--- src/sv/point_density_ascii_raster_unit_macros.svh ---
// Assertion macros shared by the raster unit.
`ifndef POINT_DENSITY_ASCII_RASTER_UNIT_MACROS_SVH
`define POINT_DENSITY_ASCII_RASTER_UNIT_MACROS_SVH

// Same-cycle implication, disabled during reset.
`define PDAR_ASSERT_IMPL(label, clk, rst, ante, cons) \
  label: assert property (@(posedge clk) disable iff (rst) (ante) |-> (cons)) \
    else $error("pdar assertion failed");

// Next-cycle implication, disabled during reset.
`define PDAR_ASSERT_NEXT(label, clk, rst, ante, cons) \
  label: assert property (@(posedge clk) disable iff (rst) (ante) |=> (cons)) \
    else $error("pdar assertion failed");

`endif

--- src/sv/pdar_pkg.sv ---
package pdar_pkg;

  localparam int GRID_WIDTH_DEF  = 32;
  localparam int GRID_HEIGHT_DEF = 32;

  localparam int COORD_W   = 32;
  localparam int CFG_W     = 32;
  localparam int CFG_IDX_W = 2;
  localparam int COLS_W    = 6;
  localparam int ROWS_W    = 7;
  localparam int ROWSEL_W  = 6;
  localparam int CMD_W     = 2;
  localparam int CHAR_W    = 8;
  localparam int COUNT_W   = 8;
  localparam int STEP_W    = 5;
  localparam int IN_DATA_W = 72;

  localparam logic [CFG_IDX_W-1:0] REG_CELL_WIDTH  = 2'd0;
  localparam logic [CFG_IDX_W-1:0] REG_CELL_HEIGHT = 2'd1;
  localparam logic [CFG_IDX_W-1:0] REG_COLS_IN_USE = 2'd2;
  localparam logic [CFG_IDX_W-1:0] REG_ROWS_IN_USE = 2'd3;

  localparam logic [COORD_W-1:0] CELL_SIZE_RST   = 32'h0001_0000;
  localparam logic [COLS_W-1:0]  COLS_IN_USE_RST = 6'd32;
  localparam logic [ROWS_W-1:0]  ROWS_IN_USE_RST = 7'd32;

  localparam logic [CMD_W-1:0] CMD_CLEAR  = 2'd0;
  localparam logic [CMD_W-1:0] CMD_POINT  = 2'd1;
  localparam logic [CMD_W-1:0] CMD_RENDER = 2'd2;

  localparam logic [COUNT_W-1:0] MARK_HIGH = 8'd3;
  localparam logic [COUNT_W-1:0] MARK_MID  = 8'd1;
  localparam logic [COUNT_W-1:0] COUNT_MAX = 8'hFF;

  localparam logic [CHAR_W-1:0] CH_HASH  = 8'h23;
  localparam logic [CHAR_W-1:0] CH_STAR  = 8'h2A;
  localparam logic [CHAR_W-1:0] CH_DOT   = 8'h2E;
  localparam logic [CHAR_W-1:0] CH_SPACE = 8'h20;
  localparam logic [CHAR_W-1:0] CH_NL    = 8'h0A;

  typedef enum logic [2:0] {
    ST_CLEAR,
    ST_IDLE,
    ST_DIV,
    ST_PT_READ,
    ST_PT_WRITE,
    ST_RD,
    ST_EMIT,
    ST_NL
  } state_t;

  typedef struct packed {
    logic clr_start;
    logic clr_step;
    logic div_start;
    logic row_load;
    logic pt_read;
    logic pt_write;
    logic rd_read;
    logic emit_char;
    logic emit_nl;
  } ctrl_cmd_t;

  typedef struct packed {
    logic pt_drop;
    logic row_ok;
    logic cols_zero;
    logic div_busy;
    logic pt_in_range;
    logic col_last;
    logic out_free;
    logic clr_last;
  } dp_sts_t;

  function automatic logic [CHAR_W-1:0] mark_of(input logic [COUNT_W-1:0] n);
    logic [CHAR_W-1:0] ch;
    if (n > MARK_HIGH) ch = CH_HASH;
    else if (n > MARK_MID) ch = CH_STAR;
    else if (n != '0) ch = CH_DOT;
    else ch = CH_SPACE;
    return ch;
  endfunction

endpackage

--- src/sv/pdar_ctrl.sv ---
module pdar_ctrl
  import pdar_pkg::*;
(
  input  logic             clk,
  input  logic             rst,
  input  logic             in_valid,
  input  logic [CMD_W-1:0] in_cmd,
  output logic             in_ready,
  input  dp_sts_t          sts,
  output ctrl_cmd_t        cmd
);

  state_t state;
  state_t state_next;

  // Reset starts with a sweep that zeroes the grid
  always_ff @(posedge clk) begin
    if (rst) state <= ST_CLEAR;
    else state <= state_next;
  end

  always_comb begin
    state_next = state;
    cmd        = '0;
    in_ready   = (state == ST_IDLE);
    case (state)
      ST_CLEAR: begin
        cmd.clr_step = 1'b1;
        if (sts.clr_last) state_next = ST_IDLE;
      end
      ST_IDLE: begin
        if (in_valid) begin
          case (in_cmd)
            CMD_CLEAR: begin
              cmd.clr_start = 1'b1;
              state_next    = ST_CLEAR;
            end
            CMD_POINT: begin
              if (!sts.pt_drop) begin
                cmd.div_start = 1'b1;
                state_next    = ST_DIV;
              end
            end
            CMD_RENDER: begin
              if (sts.row_ok) begin
                cmd.row_load = 1'b1;
                state_next   = sts.cols_zero ? ST_NL : ST_RD;
              end
            end
            default: ;
          endcase
        end
      end
      ST_DIV: begin
        if (!sts.div_busy) state_next = ST_PT_READ;
      end
      ST_PT_READ: begin
        if (sts.pt_in_range) begin
          cmd.pt_read = 1'b1;
          state_next  = ST_PT_WRITE;
        end else begin
          state_next = ST_IDLE;
        end
      end
      ST_PT_WRITE: begin
        cmd.pt_write = 1'b1;
        state_next   = ST_IDLE;
      end
      ST_RD: begin
        cmd.rd_read = 1'b1;
        state_next  = ST_EMIT;
      end
      ST_EMIT: begin
        // hold the fetched count until the output register frees up
        if (sts.out_free) begin
          cmd.emit_char = 1'b1;
          state_next    = sts.col_last ? ST_NL : ST_RD;
        end
      end
      ST_NL: begin
        if (sts.out_free) begin
          cmd.emit_nl = 1'b1;
          state_next  = ST_IDLE;
        end
      end
      default: state_next = ST_IDLE;
    endcase
  end

endmodule

--- config.mk ---
export PLATFORM = sky130hd
export DESIGN_NAME = pdar_ctrl
export DESIGN_NICKNAME = d
export VERILOG_FILES = /design/src/sv/point_density_ascii_raster_unit_macros.svh /design/src/sv/pdar_pkg.sv /design/src/sv/pdar_ctrl.sv
export SDC_FILE = /design/constraint.sdc
export NUM_CORES = 1
export LEC_CHECK = 0
export ABC_AREA = 1
export BUFFER_PORTS_ARGS = -buffer_cell sky130_fd_sc_hd__buf_2
export CAP_MARGIN = 20
export CORE_AREA = 2 2 39 41
export CTS_CLUSTER_DIAMETER = 40
export DETAILED_ROUTE_END_ITERATION = 10
export DIE_AREA = 0 0 41 43
export SLEW_MARGIN = 20
export SYNTH_ARGS = -nofsm -noshare
export SYNTH_HDL_FRONTEND = slang
export SYNTH_SLANG_ARGS = --single-unit
export TNS_END_PERCENT = 10
--- constraint.sdc ---
create_clock -name clk -period 1.9 [get_ports clk]
set_input_delay 0.285 -clock clk [delete_from_list [all_inputs] [get_ports clk]]
set_output_delay 0.285 -clock clk [all_outputs]
set_load 0.1 [all_outputs]
==> results by stage <==
Final layout:
- The register bank with the most flops is state.
- The largest registers in the layout are state: 3 flops.
- Of the cells placed in the final design, the portion with a size suffix greater than 1 is 39.2%.
- The net count reported at finish is 120.
- The post-layout instance count excluding filler cells is 118.
- The number of flip-flops in the largest register is 3.
- From synthesis to final layout, the design area changed by 56.6%.
- The number of antenna diodes in the final layout is 0.
- The count of fill cells added during filler insertion is 138.

Logic synthesis:
- The area share of the largest cell type after synthesis is 18.4%.
- After synthesis, the cell types taking the most area are nand2_1 (18%), dfxtp_1 (14%), inv_1 (13%).
- The library cell occupying the most area in the post-synthesis netlist is nand2_1.
- Yosys printed 0 warnings.
- The cell area after synthesis is 429 um2.
- Sequential elements use 14.0% of the synthesized area.
- Summing the areas of all compound-gate instances in the mapped netlist gives 7.00% of the synthesized area.
- Summing the areas of all fa, ha and maj instances in the mapped netlist gives 11.7% of the synthesized area.
- The number of register bits inferred by synthesis is 3.
- The xor and xnor fraction of the mapped netlist area is 0%.
- Synthesis produced 77 cells.
- The post-synthesis simple-gate area fraction is 50.7%.
- The count of unique library cells instantiated by Yosys is 19.
- In the synthesized netlist, mux cells make up 0% of the area.
- The synthesized area divided by synthesized cell count is 5.57 um2.
- The dominant combinational cell family by area after synthesis is simple AND/OR/NAND/NOR gates.
- Synthesis produced a netlist with a net count of 94.

Global routing:
- The initial antenna violation count came to 0.
- The highest-utilization routing layer at the global route stage is met2.
- The global routing met2 resource utilization is 25.9%.
- Entering global routing, the biggest net connects 9 pins.
- The via count of the first global-routing pass is 482.
- The met1 track utilization from global routing is 15.8%.
- The met3 usage is 3.66%.
- After global routing the overflow that remains totals 0.
- The global-route wire length before repair is 1810 um.
- For this run, the total global-route usage over all layers was measured as 14.6%.

Worst setup path:
- STA classifies the critical path endpoint as an output port.
- The worst register-to-register path begins at state[1]$_SDFFE_PP0P_.
- STA puts the critical path data arrival time at 1.48 ns.
- The setup slack on the worst flop-to-flop path is 0.62 ns.
- Data on the critical path is required at its endpoint by 1.62 ns.
- The end of the worst register-to-register path is state[0]$_SDFFE_PP0P_.
- Of all nets on the critical path, the largest fanout is 6.
- The worst setup path is of the register to output port kind.
- STA classifies the critical path startpoint as a register.
- The worst register-to-register path has a depth of 9.

Detailed routing:
- The first-pass iteration count of the detailed router is 4.
- After detailed routing, the number of remaining DRC violations is 0.
- For this block, the via count after detailed routing is 510.
- The final wirelength is 1090 um.
- The violation count after the first detailed-routing iteration is 11.
- After detailed routing, the average wire length per cell comes to 9.19 um.
- Once detail routing completed, the nets flagged for antenna violations numbered 0.
- Using the TritonRoute via totals, the vias-per-cell ratio works out to 4.32.

Timing:
- Setup slack closes at 0.137 ns.
- Between clock sinks in the finished design, the worst skew comes to 0.000419 ns.
- The count of endpoints failing setup in the final report is 0.
- The count of endpoints failing hold in the final timing report came to 0.
- Based on the critical path, the design can be clocked at up to 567 MHz.
- At the pin with the least slew margin, the transition time is 0.490 ns.
- Measured against its own limit, the worst slew margin works out to 67.6%.
- The final cycle utilization of the critical path is 92.8%.
- Setup repair after global routing left no endpoint under its margin.
- The worst path needs 1.76 ns of the cycle, external delays included.
- The final count of pins violating max slew is 0.

Place:
- Before CTS, the worst setup slack after placement is 0.299 ns.
- Routability-driven placement finished with a final weighted congestion of 0.693.
- The number of port buffers is 22.
- The cell total after placement is 114.
- The final HPWL from detailed placement is 950 um.

Worst hold path:
- The worst hold path endpoint is state[2]$_SDFFE_PP0P_.
- The worst hold path belongs to the class input pin to register.
- The startpoint identified for the worst hold timing path is rst.
- The worst hold path passes through 2 cells.

Floorplanning:
- The starting density of the core is 31.0%.
- The y dimension of the die is 43 um.
- The number of ports placed on the die boundary is 23.
- The die covers 1760 um2.
- The number of rows in the core area is 14.
- The floorplan step defined a core boundary enclosing 1380 um2.
- The die is 41 um wide.

Run:
- The tool flagged a number of max-cap violations equal to 0.

Clocking:
- TritonCTS built the clock tree.
- The clock latency at the later pin of the worst-skew pair is 0.23 ns.
- The post-CTS setup buffer count is 0.
- Once the clock tree was built, the resizer swapped 0 gates to a different size.
- Clock tree synthesis inserted a total of 3 buffers.
- The clock tree root driver cell is clkbuf_4.
- CTS built an H-tree with a depth of 1.
- No sink is reached through more buffers than the 2 on the longest clock path.
- CTS saw 3 sinks.
- After clock tree synthesis, the clock-pin slew on the worst setup and hold paths is 0.04 ns.
- The number of buffers inserted by hold repair at cts is 0.

Power:
- The power density normalized to cell area is 1290 nW/um2.
- The static leakage is 0.388 nW.
- The highest ir drop seen on vdd is 0.000506 V.

Outcome:
- The run finished with clean final reports.
[worst max-delay path, stage by stage (launching register included)]
cell and delay [ns]:
dfxtp_4 0.37, inv_4 0.06, nor3_4 0.28, inv_2 0.11, nor4_4 0.20, buf_12 0.22
[how the worst max path moves through the flow]
| stage | startpoint | end | slack, ns | depth (start not counted) |
|---|---|---|---|---|
| global placement | state[0]$_SDFFE_PP0P_ | cmd[6] | 0.36 | 5 |
| CTS | state[2]$_SDFFE_PP0P_ | cmd[6] | 0.04 | 4 |
| finish | state[0]$_SDFFE_PP0P_ | cmd[6] | 0.14 | 5 |
| global route | state[0]$_SDFFE_PP0P_ | cmd[6] | 0.04 | 5 |
| detailed placement | state[2]$_SDFFE_PP0P_ | cmd[6] | 0.30 | 4 |
| floorplan | state[0]$_SDFFE_PP0P_ | cmd[6] | -0.93 | 4 |
[stage by stage]
stage                     hold WS, ns  area [um2]  power, W  utilization, %  setup TNS [ns]
after detailed placement        0.468         646  0.000755            46.7               0
after CTS                       0.220         672  0.000874            48.6               0
after global routing            0.218         672  0.000930            48.6               0
after global placement          0.464         646  0.000747            46.7               0
after floorplan                 0.347         478  0.000659               -           -3.96
final                           0.223         672  0.000865            48.6               0
[Yosys cell counts]
library cell	instances
a21oi_2	1
or2_2	1
nand3_1	4
nand2_1	21
nor2_1	12
inv_1	15
ha_1	4
nand4_1	1
nor3_1	4
inv_2	2
a21oi_1	1
dfxtp_1	3
o21bai_1	1
nand2_2	2
nor4_1	1
nor2_2	1
buf_4	1
o21ai_2	1
nor3_4	1
[report_power, final]
part | switching, W | leakage [nW] | internal (W)
Clock | 0.0000366 | 0.0150 | 0.0000789
Combinational | 0.000464 | 0.348 | 0.000147
Sequential | 0.0000471 | 0.0253 | 0.0000915
[cell usage in the layout (no fill, tap or decap)]
cell      netlist  final
inv_4           0      1
buf_2           0     19
buf_12          0      3
o21ai_2         1      1
inv_2           2      2
nor3_4          1      3
nor2_1         12     12
dfxtp_1         3      2
clkbuf_4        0      3
nor4_4          0      1
a21oi_1         1      1
nor3_2          0      1
inv_1          15     14
clkbuf_1        0      1
nand4_1         1      1
nor2_2          1      1
or2_2           1      1
a21oi_2         1      1
ha_1            4      4
dfxtp_4         0      1
nand3_1         4      4
nor3_1          4      1
nand2_2         2      2
o21bai_1        1      1
nand2_1        21     21
[cell type report]
| class | count | area (um2) | share of cell area (%) |
|---|---|---|---|
| Timing Repair Buffer | 22 | 155 | 23.1 |
| Sequential cell | 3 | 63.8 | 9.50 |
| Multi-Input combinational cell | 56 | 340 | 50.7 |
| Tap cell | 16 | 20.0 | 2.98 |
| Inverter | 17 | 66.3 | 9.87 |
| Clock buffer | 4 | 26.3 | 3.91 |
[layer usage]
metal | vias up | share of wire [%] | wire length [um]
li1 | 283 | - | -
met1 | 209 | 41 | 445
met2 | 18 | 52 | 562
met3 | 0 | 7.1 | 77
met4 | 0 | 0 | 0
met5 | - | 0 | 0
[cell families after synthesis]
| family | Yosys count |
|---|---|
| simple gates | 48 |
| buf+inv | 18 |
| compound gates | 4 |
| fa+ha+maj | 4 |
| flops | 3 |
(Power assumes the default switching activity.)
